--- src/rtl/core/ilst_pkg.sv ---
// Shared constants, codes and types of the indexed shift list.
// No dependencies; every other file of the block refers to it by scoped names.
`default_nettype none

package ilst_pkg;

  localparam int unsigned CAPACITY   = 256;
  localparam int unsigned COORD_BITS = 8;

  // Fixed field widths of the channels
  localparam int unsigned CMD_W    = 4;
  localparam int unsigned POS_W    = 8;
  localparam int unsigned FIELD_W  = 8;
  localparam int unsigned STATUS_W = 2;
  localparam int unsigned COUNT_W  = 9;

  localparam int unsigned LEN_W = $clog2(CAPACITY + 1);
  // Compare width: wide enough for both a length and a raw position
  localparam int unsigned CMP_W = (LEN_W > POS_W) ? LEN_W : POS_W;

  // Read gather: cells are OR-reduced in groups, groups in a second step
  localparam int unsigned GROUP_SIZE = 16;
  localparam int unsigned NUM_GROUPS = (CAPACITY + GROUP_SIZE - 1) / GROUP_SIZE;

  localparam logic [CMD_W-1:0] CMD_INS_HEAD = 4'd0;
  localparam logic [CMD_W-1:0] CMD_INS_TAIL = 4'd1;
  localparam logic [CMD_W-1:0] CMD_INS_AT   = 4'd2;
  localparam logic [CMD_W-1:0] CMD_RM_HEAD  = 4'd3;
  localparam logic [CMD_W-1:0] CMD_RM_TAIL  = 4'd4;
  localparam logic [CMD_W-1:0] CMD_RM_AT    = 4'd5;
  localparam logic [CMD_W-1:0] CMD_RD_AT    = 4'd6;
  localparam logic [CMD_W-1:0] CMD_RD_HEAD  = 4'd7;
  localparam logic [CMD_W-1:0] CMD_RD_TAIL  = 4'd8;

  localparam logic [STATUS_W-1:0] ST_OK     = 2'd0;
  localparam logic [STATUS_W-1:0] ST_FULL   = 2'd1;
  localparam logic [STATUS_W-1:0] ST_EMPTY  = 2'd2;
  localparam logic [STATUS_W-1:0] ST_BADIDX = 2'd3;

  typedef struct packed {
    logic [COORD_BITS-1:0] x;
    logic [COORD_BITS-1:0] y;
    logic [FIELD_W-1:0]    sym;
  } entry_t;

  // Broadcast to every cell for one command
  typedef struct packed {
    logic             ins;
    logic             rm;
    logic             rd;
    logic [CMP_W-1:0] at;
    logic [CMP_W-1:0] len;
    logic [CMP_W-1:0] last;
  } ctrl_t;

endpackage

`default_nettype wire

--- src/rtl/core/ilst_cell.sv ---
// One slot of the list row: holds an entry, takes from a neighbour on a shift.
// Depends on ilst_pkg (entry_t, ctrl_t).
`default_nettype none

module ilst_cell (
  input  wire logic            clk_i,
  input  wire logic [ilst_pkg::CMP_W-1:0] idx_i,
  input  wire ilst_pkg::ctrl_t  ctrl_i,
  input  wire ilst_pkg::entry_t new_i,
  input  wire ilst_pkg::entry_t left_i,
  input  wire ilst_pkg::entry_t right_i,
  output ilst_pkg::entry_t     ent_o,
  output ilst_pkg::entry_t     rd_o
);

  ilst_pkg::entry_t ent_q, ent_d;

  always_comb begin
    ent_d = ent_q;
    if (ctrl_i.ins) begin
      if (idx_i == ctrl_i.at) begin
        ent_d = new_i;
      end else if (idx_i > ctrl_i.at && idx_i <= ctrl_i.len) begin
        ent_d = left_i;
      end
    end else if (ctrl_i.rm) begin
      // clear the vacated tail slot, pull the rest down
      if (idx_i == ctrl_i.last) begin
        ent_d = '0;
      end else if (idx_i >= ctrl_i.at && idx_i < ctrl_i.last) begin
        ent_d = right_i;
      end
    end
  end

  always_ff @(posedge clk_i) begin
    ent_q <= ent_d;
  end

  assign ent_o = ent_q;
  assign rd_o  = (ctrl_i.rd && idx_i == ctrl_i.at) ? ent_q : '0;

endmodule

`default_nettype wire

--- config.mk ---
export PLATFORM = sky130hd
export DESIGN_NAME = ilst_cell
export DESIGN_NICKNAME = d
export VERILOG_FILES = /design/src/rtl/core/ilst_pkg.sv /design/src/rtl/core/ilst_cell.sv
export SDC_FILE = /design/constraint.sdc
export NUM_CORES = 1
export LEC_CHECK = 0
export ABC_AREA = 1
export BUFFER_PORTS_ARGS = -buffer_cell sky130_fd_sc_hd__buf_2
export CORE_MARGIN = 5
export CORE_UTILIZATION = 46
export CTS_CLUSTER_DIAMETER = 150
export CTS_CLUSTER_SIZE = 40
export DETAILED_ROUTE_END_ITERATION = 12
export PLACE_DENSITY = 0.95
export SLEW_MARGIN = 20
export SYNTH_ARGS = -nofsm -noshare
export SYNTH_HDL_FRONTEND = slang
export SYNTH_SLANG_ARGS = --single-unit
--- constraint.sdc ---
create_clock -name clk_i -period 5.47 [get_ports clk_i]
set_input_delay 0.547 -clock clk_i [delete_from_list [all_inputs] [get_ports clk_i]]
set_output_delay 0.547 -clock clk_i [all_outputs]
set_load 0.01 [all_outputs]
==> impl_results.html, run 1 <==
<table>
<tr><th>Metric</th><th>Value</th></tr>
<tr><th colspan="2">Power</th></tr>
<tr><td>NetSw</td><td>176 uW</td></tr>
<tr><td>Static Leakage</td><td>1.85 nW</td></tr>
<tr><td>Gate power share</td><td>0.353</td></tr>
<tr><td>Power per Cell Area</td><td>169 nW/um2</td></tr>
<tr><td>Internal power contribution</td><td>367 uW</td></tr>
<tr><td>Total design power</td><td>543 uW</td></tr>
<tr><td>Sw Share</td><td>0.323</td></tr>
<tr><td>Sequential group share of total power</td><td>0.460</td></tr>
<tr><td>Peak supply drop</td><td>0.000102 V</td></tr>
<tr><td>Proportion of power drawn by the clock network</td><td>0.187</td></tr>
<tr><th colspan="2">Cells and area</th></tr>
<tr><td>Filler cells</td><td>446</td></tr>
<tr><td>Footprint of the flip-flops and latches</td><td>721 um2</td></tr>
<tr><td>Number of non-filler instances in the completed layout</td><td>542</td></tr>
<tr><td>Syn-to-layout area delta</td><td>37.2%</td></tr>
<tr><td>Area taken by multi-input logic gates</td><td>1320 um2</td></tr>
<tr><td>N_diodes</td><td>0</td></tr>
<tr><td>Most frequent standard cell in the layout excluding fill and tap cells</td><td>buf_2</td></tr>
<tr><td>Share of the core filled with cells</td><td>0.638</td></tr>
<tr><td>Flip-flop count of the largest register after layout</td><td>24</td></tr>
<tr><td>Share of layout cells above drive strength 1</td><td>0.403</td></tr>
<tr><td>Net count, final</td><td>612</td></tr>
<tr><td>Most used cells in the layout excluding fill and tap cells</td><td>buf_2, inv_1, nand2_1</td></tr>
<tr><td>Total non-filler cell area in the finished layout</td><td>3220 um2</td></tr>
<tr><th colspan="2">Timing</th></tr>
<tr><td>Final worst-path cycle share</td><td>0.556</td></tr>
<tr><td>Setup slack of the critical path after layout</td><td>2.43 ns</td></tr>
<tr><td>WHS</td><td>0.574 ns</td></tr>
<tr><td>Max_slew headroom</td><td>0.506</td></tr>
<tr><td>Transition time of the tightest slew-check pin</td><td>0.738 ns</td></tr>
<tr><td>Number of endpoints failing setup at the final stage</td><td>0</td></tr>
<tr><td>Setup repair after global routing missed its margin</td><td>false</td></tr>
<tr><td>Final-report hold violation count</td><td>0</td></tr>
<tr><td>Maximum operating frequency</td><td>329 MHz</td></tr>
<tr><td>Total negative slack for setup checks</td><td>0 ns</td></tr>
<tr><td>Final period demand of the worst path</td><td>3.04 ns</td></tr>
<tr><td>Final slew viol count</td><td>0</td></tr>
<tr><th colspan="2">Placed design</th></tr>
<tr><td>Input/output buffers</td><td>159</td></tr>
<tr><td>Instance area after placement</td><td>3150 um2</td></tr>
<tr><td>Pre-CTS setup slack</td><td>2.01 ns</td></tr>
<tr><td>Placed Cells incl. Taps</td><td>538</td></tr>
<tr><td>Final weighted congestion of routability-driven global placement</td><td>0.854</td></tr>
<tr><td>Half-perimeter wire length after detailed placement</td><td>5830 um</td></tr>
<tr><th colspan="2">Setup path</th></tr>
<tr><td>Arrival time of the worst setup path</td><td>2.50 ns</td></tr>
<tr><td>Maximum fanout count along the critical path</td><td>25</td></tr>
<tr><td>Kind of critical path</td><td>in2out</td></tr>
<tr><td>Worst path required time</td><td>4.92 ns</td></tr>
<tr><td>Worst setup EP type</td><td>output pin</td></tr>
<tr><td>Critical path launch point type</td><td>primary input</td></tr>
<tr><th colspan="2">Logic synthesis</th></tr>
<tr><td>Syn_nets</td><td>458</td></tr>
<tr><td>Gate count after technology mapping</td><td>319</td></tr>
<tr><td>Cell area after technology mapping</td><td>2340 um2</td></tr>
<tr><td>Synth unique cells</td><td>24</td></tr>
<tr><td>Average cell area after synthesis</td><td>7.35 um2</td></tr>
<tr><td>Count of flip-flops with a built-in enable after synthesis</td><td>24</td></tr>
<tr><td>Share of flip-flops with an asynchronous set or reset</td><td>0</td></tr>
<tr><td>Count of synthesis-stage warnings from yosys</td><td>0</td></tr>
<tr><td>Synth Register Bits</td><td>24</td></tr>
<tr><td>Fraction of the yosys area taken by sequential cells</td><td>0.308</td></tr>
<tr><td>Most instantiated flip-flop cell in the synthesis netlist</td><td>edfxtp_1</td></tr>
<tr><th colspan="2">Global routing</th></tr>
<tr><td>Number of global-route vias before repair</td><td>2503</td></tr>
<tr><td>First-pass GRT wire length</td><td>10400 um</td></tr>
<tr><td>Largest net degree at the start of global routing</td><td>28</td></tr>
<tr><td>Overall overflow remaining after global route</td><td>0</td></tr>
<tr><td>Antenna violations before repair</td><td>0</td></tr>
<tr><td>Tot GR Track Use</td><td>0.196</td></tr>
<tr><th colspan="2">Clock tree</th></tr>
<tr><td>H-tree depth</td><td>1</td></tr>
<tr><td>Post-CTS Resized</td><td>0</td></tr>
<tr><td>TritonCTS clock tree</td><td>done</td></tr>
<tr><td>Inserted Clock Buffers</td><td>3</td></tr>
<tr><td>Cell at the root of the clock tree</td><td>clkbuf_8</td></tr>
<tr><td>Hold-fix buffer count after cts</td><td>0</td></tr>
<tr><td>Post-CTS Setup Repair Bufs</td><td>0</td></tr>
<tr><td># clock sinks</td><td>24</td></tr>
<tr><td>Maximum count of clock buffers along a single path</td><td>2</td></tr>
<tr><td>Clock-pin slew of the registers on the worst-case setup and hold paths</td><td>0.08 ns</td></tr>
<tr><th colspan="2">Floorplanning</th></tr>
<tr><td>Area of the core region</td><td>5040 um2</td></tr>
<tr><td>Die W</td><td>81.4 um</td></tr>
<tr><td>Initial cell density of the core</td><td>0.465</td></tr>
<tr><td>Cell row count</td><td>26</td></tr>
<tr><td>Die height</td><td>81.4 um</td></tr>
<tr><td>Ports</td><td>160</td></tr>
<tr><td>Full die area</td><td>6620 um2</td></tr>
<tr><th colspan="2">Drt</th></tr>
<tr><td>Number of DRC violations after detailed routing</td><td>0</td></tr>
<tr><td>Number of antenna-violating nets in the routed design</td><td>0</td></tr>
<tr><td>Number of design-rule violations left by the first detailed-router iteration</td><td>167</td></tr>
<tr><td>Detailed-router iteration count before antenna repair</td><td>4</td></tr>
<tr><td>Number of vias per cell after detailed routing</td><td>4.73</td></tr>
<tr><td>Number of vias in the routed layout</td><td>2561</td></tr>
<tr><td>Average wire per standard cell</td><td>12.5 um</td></tr>
<tr><td>Post-Route WL</td><td>6770 um</td></tr>
<tr><th colspan="2">Flow run</th></tr>
<tr><td>Maximum capacitance violations</td><td>0</td></tr>
<tr><th colspan="2">Status</th></tr>
<tr><td>Outcome</td><td>finished, final reports clean</td></tr>
<tr><th colspan="2">Worst hold path</th></tr>
<tr><td>Worst Hold Class</td><td>in2reg</td></tr>
</table>
cell families after synthesis:
logic type,Yosys count,synth area share
buf+inv,76,0.139
flops,24,0.308
simple gates,134,0.279
compound gates,58,0.131
fa+ha+maj,27,0.144
final cells by class:
type,count,area share
Sequential cell,24,0.224
Multi-Input combinational cell,219,0.409
Timing Repair Buffer,159,0.247
Clock buffer,3,0.0128
Clock inverter,1,0.00117
Inverter,66,0.0778
Tap cell,70,0.0272
critical path: stages:
cell,delay (ns)
buf_2,0.08
inv_1,0.05
ha_1,0.30
nand2_1,0.12
nor2_4,0.17
nand3_4,0.24
inv_4,0.31
nand2_4,0.33
nor2_1,0.19
buf_2,0.15
Yosys cell counts, types with 3 or more instances:
| cell | number | area share |
|---|---|---|
| inv_1 | 65 | 0.10 |
| a21oi_1 | 7 | 0.015 |
| buf_2 | 3 | 0.0064 |
| nor2_1 | 38 | 0.061 |
| nor2_4 | 11 | 0.053 |
| nand2_1 | 61 | 0.098 |
| edfxtp_1 | 24 | 0.31 |
| clkbuf_1 | 3 | 0.0048 |
| o21ai_1 | 20 | 0.043 |
| o21ai_0 | 28 | 0.060 |
| ha_1 | 27 | 0.14 |
| nand3_1 | 8 | 0.017 |
| buf_6 | 3 | 0.014 |
| nor2_2 | 11 | 0.029 |
path summary, 6_finish.rpt:
path	from	endpoint	slack, ns	depth (start not counted)
setup / recovery	ctrl_i[24]	rd_o[0]	2.43	10
hold / removal	right_i[15]	ent_o[15]	0.57	3
routing by layer:
metal | vias to the layer above | routed length (um) | share of wire | GRT usage
met2 | 101 | 3750 | 0.55 | 0.379
li1 | 1315 | - | - | -
met4 | 0 | 74 | 0.011 | 0.0642
met1 | 1137 | 2350 | 0.35 | 0.213
met3 | 8 | 598 | 0.088 | 0.0299
met5 | - | 0 | 0 | 0
power groups by stage:
stage	sequential (mW)	combinational, mW	clock (mW)
after floorplan	0.265	0.0881	0
after global placement	0.253	0.183	0
after detailed placement	0.254	0.191	0
after CTS	0.250	0.192	0.104
after global routing	0.252	0.217	0.111
final	0.250	0.192	0.101
No activity file was read; power rests on OpenSTA's default activity.
==> run 2: changes to the inputs <==
ABC_AREA = 0   (was 1)
CORE_UTILIZATION = 37   (was 46)
PLACE_DENSITY = 0.87   (was 0.95)
clock period = 2.7 ns   (was 5.47 ns; I/O delays follow)
==> impl_results.html, run 2 <==
<table>
<tr><th>Metric</th><th>Value</th></tr>
<tr><th colspan="2">Logic synthesis</th></tr>
<tr><td>Cell type with the largest total area after synthesis</td><td>edfxtp_1</td></tr>
<tr><td>Top cell type's share of synthesized area</td><td>0.325</td></tr>
<tr><td>Synth Register Bits</td><td>24</td></tr>
<tr><td>Share of flip-flops with an asynchronous set or reset</td><td>0</td></tr>
<tr><td>Top cell types by occurrence after synthesis</td><td>inv_1, ha_1, and3_1, a22o_1, edfxtp_1</td></tr>
<tr><td>Synth unique cells</td><td>31</td></tr>
<tr><td>Gate count after technology mapping</td><td>208</td></tr>
<tr><td>Fraction of the yosys area taken by sequential cells</td><td>0.325</td></tr>
<tr><td>Count leader, synth</td><td>inv_1</td></tr>
<tr><td>Syn_nets</td><td>347</td></tr>
<tr><td>Average cell area after synthesis</td><td>10.6 um2</td></tr>
<tr><td>Most instantiated flip-flop cell in the synthesis netlist</td><td>edfxtp_1</td></tr>
<tr><td>Count of flip-flops with a built-in enable after synthesis</td><td>24</td></tr>
<tr><td>Cell area after technology mapping</td><td>2210 um2</td></tr>
<tr><td>Cell types with the largest area share after synthesis</td><td>edfxtp_1, ha_1, mux2_4</td></tr>
<tr><td>Count of synthesis-stage warnings from yosys</td><td>0</td></tr>
<tr><th colspan="2">Cells and area</th></tr>
<tr><td>Most used cells in the layout excluding fill and tap cells</td><td>buf_2, inv_1, ha_1</td></tr>
<tr><td>N_diodes</td><td>0</td></tr>
<tr><td>Net count, final</td><td>504</td></tr>
<tr><td>Filler cells</td><td>555</td></tr>
<tr><td>Share of layout cells above drive strength 1</td><td>0.536</td></tr>
<tr><td>Syn-to-layout area delta</td><td>41.5%</td></tr>
<tr><td>Most frequent standard cell in the layout excluding fill and tap cells</td><td>buf_2</td></tr>
<tr><td>Number of non-filler instances in the completed layout</td><td>439</td></tr>
<tr><td>Flip-flop count of the largest register after layout</td><td>24</td></tr>
<tr><th colspan="2">Setup path</th></tr>
<tr><td>Worst path required time</td><td>2.67 ns</td></tr>
<tr><td>Worst setup EP type</td><td>flop</td></tr>
<tr><td>Cell breakdown of the critical path</td><td>buf_2 -&gt; ha_1 -&gt; nand4_2 -&gt; nor3_1 -&gt; a2111oi_1 -&gt; o41ai_1 -&gt; o311a_1 -&gt; buf_12</td></tr>
<tr><td>Slowest library cell on the worst path</td><td>o41ai_1</td></tr>
<tr><td>Maximum fanout count along the critical path</td><td>24</td></tr>
<tr><td>Kind of critical path</td><td>in2reg</td></tr>
<tr><td>Critical path launch point type</td><td>primary input</td></tr>
<tr><td>Largest stage delay on the critical path</td><td>0.40 ns</td></tr>
<tr><td>Arrival time of the worst setup path</td><td>2.05 ns</td></tr>
<tr><th colspan="2">Clock tree</th></tr>
<tr><td>Maximum count of clock buffers along a single path</td><td>2</td></tr>
<tr><td>TritonCTS clock tree</td><td>done</td></tr>
<tr><td>H-tree depth</td><td>1</td></tr>
<tr><td>Cell at the root of the clock tree</td><td>clkbuf_8</td></tr>
<tr><td>Hold-fix buffer count after cts</td><td>0</td></tr>
<tr><td>Post-CTS Resized</td><td>0</td></tr>
<tr><td>Clock-pin slew of the registers on the worst-case setup and hold paths</td><td>0.08 ns</td></tr>
<tr><td># clock sinks</td><td>24</td></tr>
<tr><td>Post-CTS Setup Repair Bufs</td><td>0</td></tr>
<tr><td>Inserted Clock Buffers</td><td>3</td></tr>
<tr><th colspan="2">Drt</th></tr>
<tr><td>Post-Route WL</td><td>6670 um</td></tr>
<tr><td>Number of DRC violations after detailed routing</td><td>0</td></tr>
<tr><td>Number of design-rule violations left by the first detailed-router iteration</td><td>78</td></tr>
<tr><td>Number of antenna-violating nets in the routed design</td><td>0</td></tr>
<tr><td>Number of vias in the routed layout</td><td>2167</td></tr>
<tr><td>Average wire per standard cell</td><td>15.2 um</td></tr>
<tr><td>Detailed-router iteration count before antenna repair</td><td>4</td></tr>
<tr><td>Number of vias per cell after detailed routing</td><td>4.94</td></tr>
<tr><th colspan="2">Timing</th></tr>
<tr><td>Final period demand of the worst path</td><td>2.08 ns</td></tr>
<tr><td>Final-report hold violation count</td><td>0</td></tr>
<tr><td>Setup repair after global routing missed its margin</td><td>false</td></tr>
<tr><td>Max_slew headroom</td><td>0.655</td></tr>
<tr><td>Total negative slack for setup checks</td><td>0 ns</td></tr>
<tr><td>Maximum operating frequency</td><td>481 MHz</td></tr>
<tr><td>Setup slack of the critical path after layout</td><td>0.621 ns</td></tr>
<tr><td>Final slew viol count</td><td>0</td></tr>
<tr><td>Final worst-path cycle share</td><td>0.770</td></tr>
<tr><td>Transition time of the tightest slew-check pin</td><td>0.518 ns</td></tr>
<tr><td>Number of endpoints failing setup at the final stage</td><td>0</td></tr>
<tr><th colspan="2">Power</th></tr>
<tr><td>Static Leakage</td><td>1.85 nW</td></tr>
<tr><td>Power per Cell Area</td><td>342 nW/um2</td></tr>
<tr><td>Peak supply drop</td><td>0.000246 V</td></tr>
<tr><th colspan="2">Placed design</th></tr>
<tr><td>Pre-CTS setup slack</td><td>0.375 ns</td></tr>
<tr><td>Placed Cells incl. Taps</td><td>435</td></tr>
<tr><td>Final weighted congestion of routability-driven global placement</td><td>0.820</td></tr>
<tr><td>Input/output buffers</td><td>159</td></tr>
<tr><td>Half-perimeter wire length after detailed placement</td><td>5610 um</td></tr>
<tr><th colspan="2">Worst hold path</th></tr>
<tr><td>Worst Hold Class</td><td>in2reg</td></tr>
<tr><th colspan="2">Global routing</th></tr>
<tr><td>Antenna violations before repair</td><td>0</td></tr>
<tr><td>Overall overflow remaining after global route</td><td>0</td></tr>
<tr><td>Number of global-route vias before repair</td><td>2222</td></tr>
<tr><td>Tot GR Track Use</td><td>0.164</td></tr>
<tr><td>Largest net degree at the start of global routing</td><td>29</td></tr>
<tr><td>First-pass GRT wire length</td><td>9970 um</td></tr>
<tr><th colspan="2">Floorplanning</th></tr>
<tr><td>Ports</td><td>160</td></tr>
<tr><td>Full die area</td><td>7630 um2</td></tr>
<tr><td>Die W</td><td>87.4 um</td></tr>
<tr><td>Cell row count</td><td>28</td></tr>
<tr><td>Area of the core region</td><td>5890 um2</td></tr>
<tr><td>Initial cell density of the core</td><td>0.376</td></tr>
<tr><td>Die height</td><td>87.4 um</td></tr>
<tr><th colspan="2">Flow run</th></tr>
<tr><td>Maximum capacitance violations</td><td>0</td></tr>
<tr><th colspan="2">Status</th></tr>
<tr><td>Outcome</td><td>finished, final reports clean</td></tr>
</table>
==> run 2: cell types whose count changed in the layout (fill, tap and decap cells not counted), sizes merged, moves of 4 or more <==
cell,previous run,this run
nand4,1,5
o21ai,48,4
inv,66,28
nor2,60,6
nand3,9,2
nand2,62,6
mux2,0,24
a22o,0,24
buf,159,163
and3,0,25
==> run 2: layout make-up <==
type,count,area [um2],share of cell area
flip-flops and latches,24,721,0.230
well taps,75,93.8,0.0300
clock inverters,1,3.75,0.00120
clock buffers,3,41.3,0.0132
multi-input cells,145,1330,0.425
repair buffers,163,838,0.268
inverters,28,105,0.0335
==> run 2: per-stage QoR <==
stage	utilization	cell area (um2)	total power, mW	hold WS [ns]
6_report	0.532	3130	1.07	0.297
5_1_grt	0.532	3130	1.14	0.286
4_1_cts	0.532	3130	1.08	0.291
3_5_place_dp	0.525	3090	0.878	0.565
3_3_place_gp	0.525	3090	0.862	0.566
2_1_floorplan	-	2210	0.691	0.479
==> run 2: final timing paths <==
check	start	end	slack (ns)	depth (start not counted)
hold / removal	right_i[22]	ent_o[22]	0.30	2
setup / recovery	idx_i[8]	ent_o[11]	0.62	8
==> run 2: logic make-up after synthesis <==
logic type,count (synthesis),share of synthesized area
fa+ha+maj,27,0.153
buf+inv,39,0.0740
simple gates,50,0.139
mux,24,0.156
compound gates,44,0.153
flops,24,0.325
==> run 2: power breakdown <==
part	total (mW)	switching, mW	internal, mW
Combinational	0.363	0.176	0.186
Clock	0.207	0.105	0.101
Sequential	0.503	0.0252	0.478
Total	1.07	0.307	0.765
==> run 2: worst max-delay path, delay by kind of cell <==
| family | cells | cell delay (ns) |
|---|---|---|
| AOI/OAI and AO/OA | 3 | 0.75 |
| adders and majority gates | 1 | 0.32 |
| and+or+nand+nor | 2 | 0.39 |
| buffers and inverters | 2 | 0.31 |
==> run 2: routing by layer <==
metal  track usage  up-vias  wire length, um
met5             0        -                0
met4        0.0321        0               87
met3        0.0322        8              491
li1              -     1094                -
met1         0.193      975             2550
met2         0.306       90             3540
==> run 3: changes to the inputs <==
clock period = 1.9 ns   (was 2.7 ns; I/O delays follow)
==> impl_results.html, run 3 (same netlist as run 2, synthesis figures left out) <==
<table>
<tr><th>Metric</th><th>Value</th></tr>
<tr><th colspan="2">Status</th></tr>
<tr><td>Outcome</td><td>finished, final reports clean</td></tr>
<tr><th colspan="2">Drt</th></tr>
<tr><td>Average wire per standard cell</td><td>16.6 um</td></tr>
<tr><td>Detailed-router iteration count before antenna repair</td><td>4</td></tr>
<tr><td>Number of DRC violations after detailed routing</td><td>0</td></tr>
<tr><td>Number of antenna-violating nets in the routed design</td><td>0</td></tr>
<tr><td>Post-Route WL</td><td>7420 um</td></tr>
<tr><td>Number of vias in the routed layout</td><td>2276</td></tr>
<tr><td>Number of vias per cell after detailed routing</td><td>5.10</td></tr>
<tr><td>Number of design-rule violations left by the first detailed-router iteration</td><td>42</td></tr>
<tr><th colspan="2">Timing</th></tr>
<tr><td>Number of endpoints failing setup at the final stage</td><td>0</td></tr>
<tr><td>Final-report hold violation count</td><td>0</td></tr>
<tr><td>Maximum operating frequency</td><td>558 MHz</td></tr>
<tr><td>Final worst-path cycle share</td><td>0.944</td></tr>
<tr><td>Final period demand of the worst path</td><td>1.79 ns</td></tr>
<tr><td>Setup slack of the critical path after layout</td><td>0.106 ns</td></tr>
<tr><td>Max_slew headroom</td><td>0.758</td></tr>
<tr><td>Setup repair after global routing missed its margin</td><td>false</td></tr>
<tr><td>Transition time of the tightest slew-check pin</td><td>0.359 ns</td></tr>
<tr><td>WHS</td><td>0.223 ns</td></tr>
<tr><td>Final slew viol count</td><td>0</td></tr>
<tr><th colspan="2">Cells and area</th></tr>
<tr><td>Filler cells</td><td>483</td></tr>
<tr><td>Most used cells in the layout excluding fill and tap cells</td><td>buf_2, and3_1, a22o_1, edfxtp_1, mux2_4</td></tr>
<tr><td>Most frequent standard cell in the layout excluding fill and tap cells</td><td>buf_2</td></tr>
<tr><td>Flip-flop count of the largest register after layout</td><td>24</td></tr>
<tr><td>N_diodes</td><td>0</td></tr>
<tr><td>Syn-to-layout area delta</td><td>57.6%</td></tr>
<tr><td>Footprint of the flip-flops and latches</td><td>721 um2</td></tr>
<tr><td>Area taken by multi-input logic gates</td><td>1570 um2</td></tr>
<tr><td>Net count, final</td><td>511</td></tr>
<tr><td>Total non-filler cell area in the finished layout</td><td>3490 um2</td></tr>
<tr><td>Share of layout cells above drive strength 1</td><td>0.633</td></tr>
<tr><td>Number of non-filler instances in the completed layout</td><td>446</td></tr>
<tr><th colspan="2">Power</th></tr>
<tr><td>Sequential group share of total power</td><td>0.446</td></tr>
<tr><td>Gate power share</td><td>0.374</td></tr>
<tr><td>Internal power contribution</td><td>1.14 mW</td></tr>
<tr><td>Power per Cell Area</td><td>462 nW/um2</td></tr>
<tr><td>Sw Share</td><td>0.296</td></tr>
<tr><td>NetSw</td><td>478 uW</td></tr>
<tr><td>Peak supply drop</td><td>0.000272 V</td></tr>
<tr><td>Proportion of power drawn by the clock network</td><td>0.181</td></tr>
<tr><td>Total design power</td><td>1.61 mW</td></tr>
<tr><td>Static Leakage</td><td>1.89 nW</td></tr>
<tr><th colspan="2">Global routing</th></tr>
<tr><td>Overall overflow remaining after global route</td><td>0</td></tr>
<tr><td>First-pass GRT wire length</td><td>10700 um</td></tr>
<tr><td>Antenna violations before repair</td><td>0</td></tr>
<tr><td>Tot GR Track Use</td><td>0.179</td></tr>
<tr><td>Number of global-route vias before repair</td><td>2301</td></tr>
<tr><td>Largest net degree at the start of global routing</td><td>25</td></tr>
<tr><th colspan="2">Clock tree</th></tr>
<tr><td>Cell at the root of the clock tree</td><td>clkbuf_8</td></tr>
<tr><td>Post-CTS Setup Repair Bufs</td><td>0</td></tr>
<tr><td>Inserted Clock Buffers</td><td>3</td></tr>
<tr><td>H-tree depth</td><td>1</td></tr>
<tr><td>Maximum count of clock buffers along a single path</td><td>2</td></tr>
<tr><td>Clock-pin slew of the registers on the worst-case setup and hold paths</td><td>0.08 ns</td></tr>
<tr><td>TritonCTS clock tree</td><td>done</td></tr>
<tr><td># clock sinks</td><td>24</td></tr>
<tr><td>Hold-fix buffer count after cts</td><td>0</td></tr>
<tr><th colspan="2">Placed design</th></tr>
<tr><td>Input/output buffers</td><td>159</td></tr>
<tr><td>Placed Cells incl. Taps</td><td>441</td></tr>
<tr><td>Instance area after placement</td><td>3410 um2</td></tr>
<tr><td>Half-perimeter wire length after detailed placement</td><td>6180 um</td></tr>
<tr><td>Pre-CTS setup slack</td><td>-0.137 ns</td></tr>
<tr><td>Final weighted congestion of routability-driven global placement</td><td>0.835</td></tr>
<tr><th colspan="2">Floorplanning</th></tr>
<tr><td>Ports</td><td>160</td></tr>
<tr><td>Area of the core region</td><td>5890 um2</td></tr>
<tr><td>Full die area</td><td>7630 um2</td></tr>
<tr><td>Initial cell density of the core</td><td>0.376</td></tr>
<tr><td>Cell row count</td><td>28</td></tr>
<tr><td>Die height</td><td>87.4 um</td></tr>
<tr><td>Die W</td><td>87.4 um</td></tr>
<tr><th colspan="2">Setup path</th></tr>
<tr><td>Crit path from</td><td>idx_i[8]</td></tr>
<tr><td>Maximum fanout count along the critical path</td><td>12</td></tr>
<tr><td>Arrival time of the worst setup path</td><td>1.60 ns</td></tr>
<tr><td>Kind of critical path</td><td>in2out</td></tr>
<tr><td>Worst setup endpoint</td><td>rd_o[3]</td></tr>
<tr><td>Critical path launch point type</td><td>primary input</td></tr>
<tr><td>Worst path required time</td><td>1.71 ns</td></tr>
<tr><td>Worst setup EP type</td><td>output pin</td></tr>
<tr><th colspan="2">Flow run</th></tr>
<tr><td>Maximum capacitance violations</td><td>0</td></tr>
<tr><th colspan="2">Worst hold path</th></tr>
<tr><td>Worst Hold Class</td><td>in2reg</td></tr>
</table>
-- run 3: cell types whose count changed in the layout (fill, tap and decap cells not counted), sizes merged --
cell | previous run | this run
buf | 163 | 169
clkbuf | 3 | 4
-- run 3: cell type report --
class                      instances  area share
multi-input combinational        145       0.448
clock inverter                     1     0.00108
inverter                          28      0.0358
clock buffer                       3      0.0118
tap                               75      0.0269
timing repair buffer             170       0.270
sequential                        24       0.206
-- run 3: power groups by stage --
| stage | logic (mW) | registers, mW | clock network, mW |
|---|---|---|---|
| floorplan | 0.270 | 0.762 | 0 |
| global placement | 0.581 | 0.724 | 0 |
| detailed placement | 0.607 | 0.731 | 0 |
| CTS | 0.609 | 0.719 | 0.311 |
| global route | 0.662 | 0.729 | 0.342 |
| finish | 0.603 | 0.719 | 0.291 |
-- run 3: how the worst min path moves through the flow --
stage | start | slack, ns | depth (start not counted) | end
final | right_i[7] | 0.22 | 2 | ent_o[7]
after CTS | right_i[2] | 0.21 | 2 | ent_o[2]
after detailed placement | right_i[9] | 0.49 | 2 | ent_o[9]
after global placement | right_i[12] | 0.48 | 2 | ent_o[12]
after global routing | right_i[9] | 0.21 | 2 | ent_o[9]
after floorplan | right_i[14] | 0.40 | 1 | ent_o[14]
-- run 3: what timing repair did --
action / in CTS / in global routing
resized for setup: 0 / 4
setup endpoints to repair: 0 / 24
hold endpoints to repair: 0 / 0
-- run 3: critical path, cell delays in order --
cell	delay, ns
buf_2	0.14
ha_1	0.34
nand4_4	0.11
nor2_4	0.16
and2_4	0.21
buf_8	0.15
and3_1	0.17
buf_2	0.13
-- run 3: per-layer routing --
| metal | up-vias | track usage | wire length, um |
|---|---|---|---|
| li1 | 1106 | - | - |
| met1 | 1048 | 0.187 | 2680 |
| met2 | 108 | 0.353 | 3950 |
| met3 | 14 | 0.0293 | 621 |
| met4 | 0 | 0.0628 | 167 |
| met5 | - | 0 | 0 |
-- run 3: through the flow --
step,setup TNS [ns],utilization
floorplan,-0.883,-
global placement,-3.12,0.580
detailed placement,-4.25,0.580
CTS,0,0.587
global route,0,0.593
finish,0,0.593
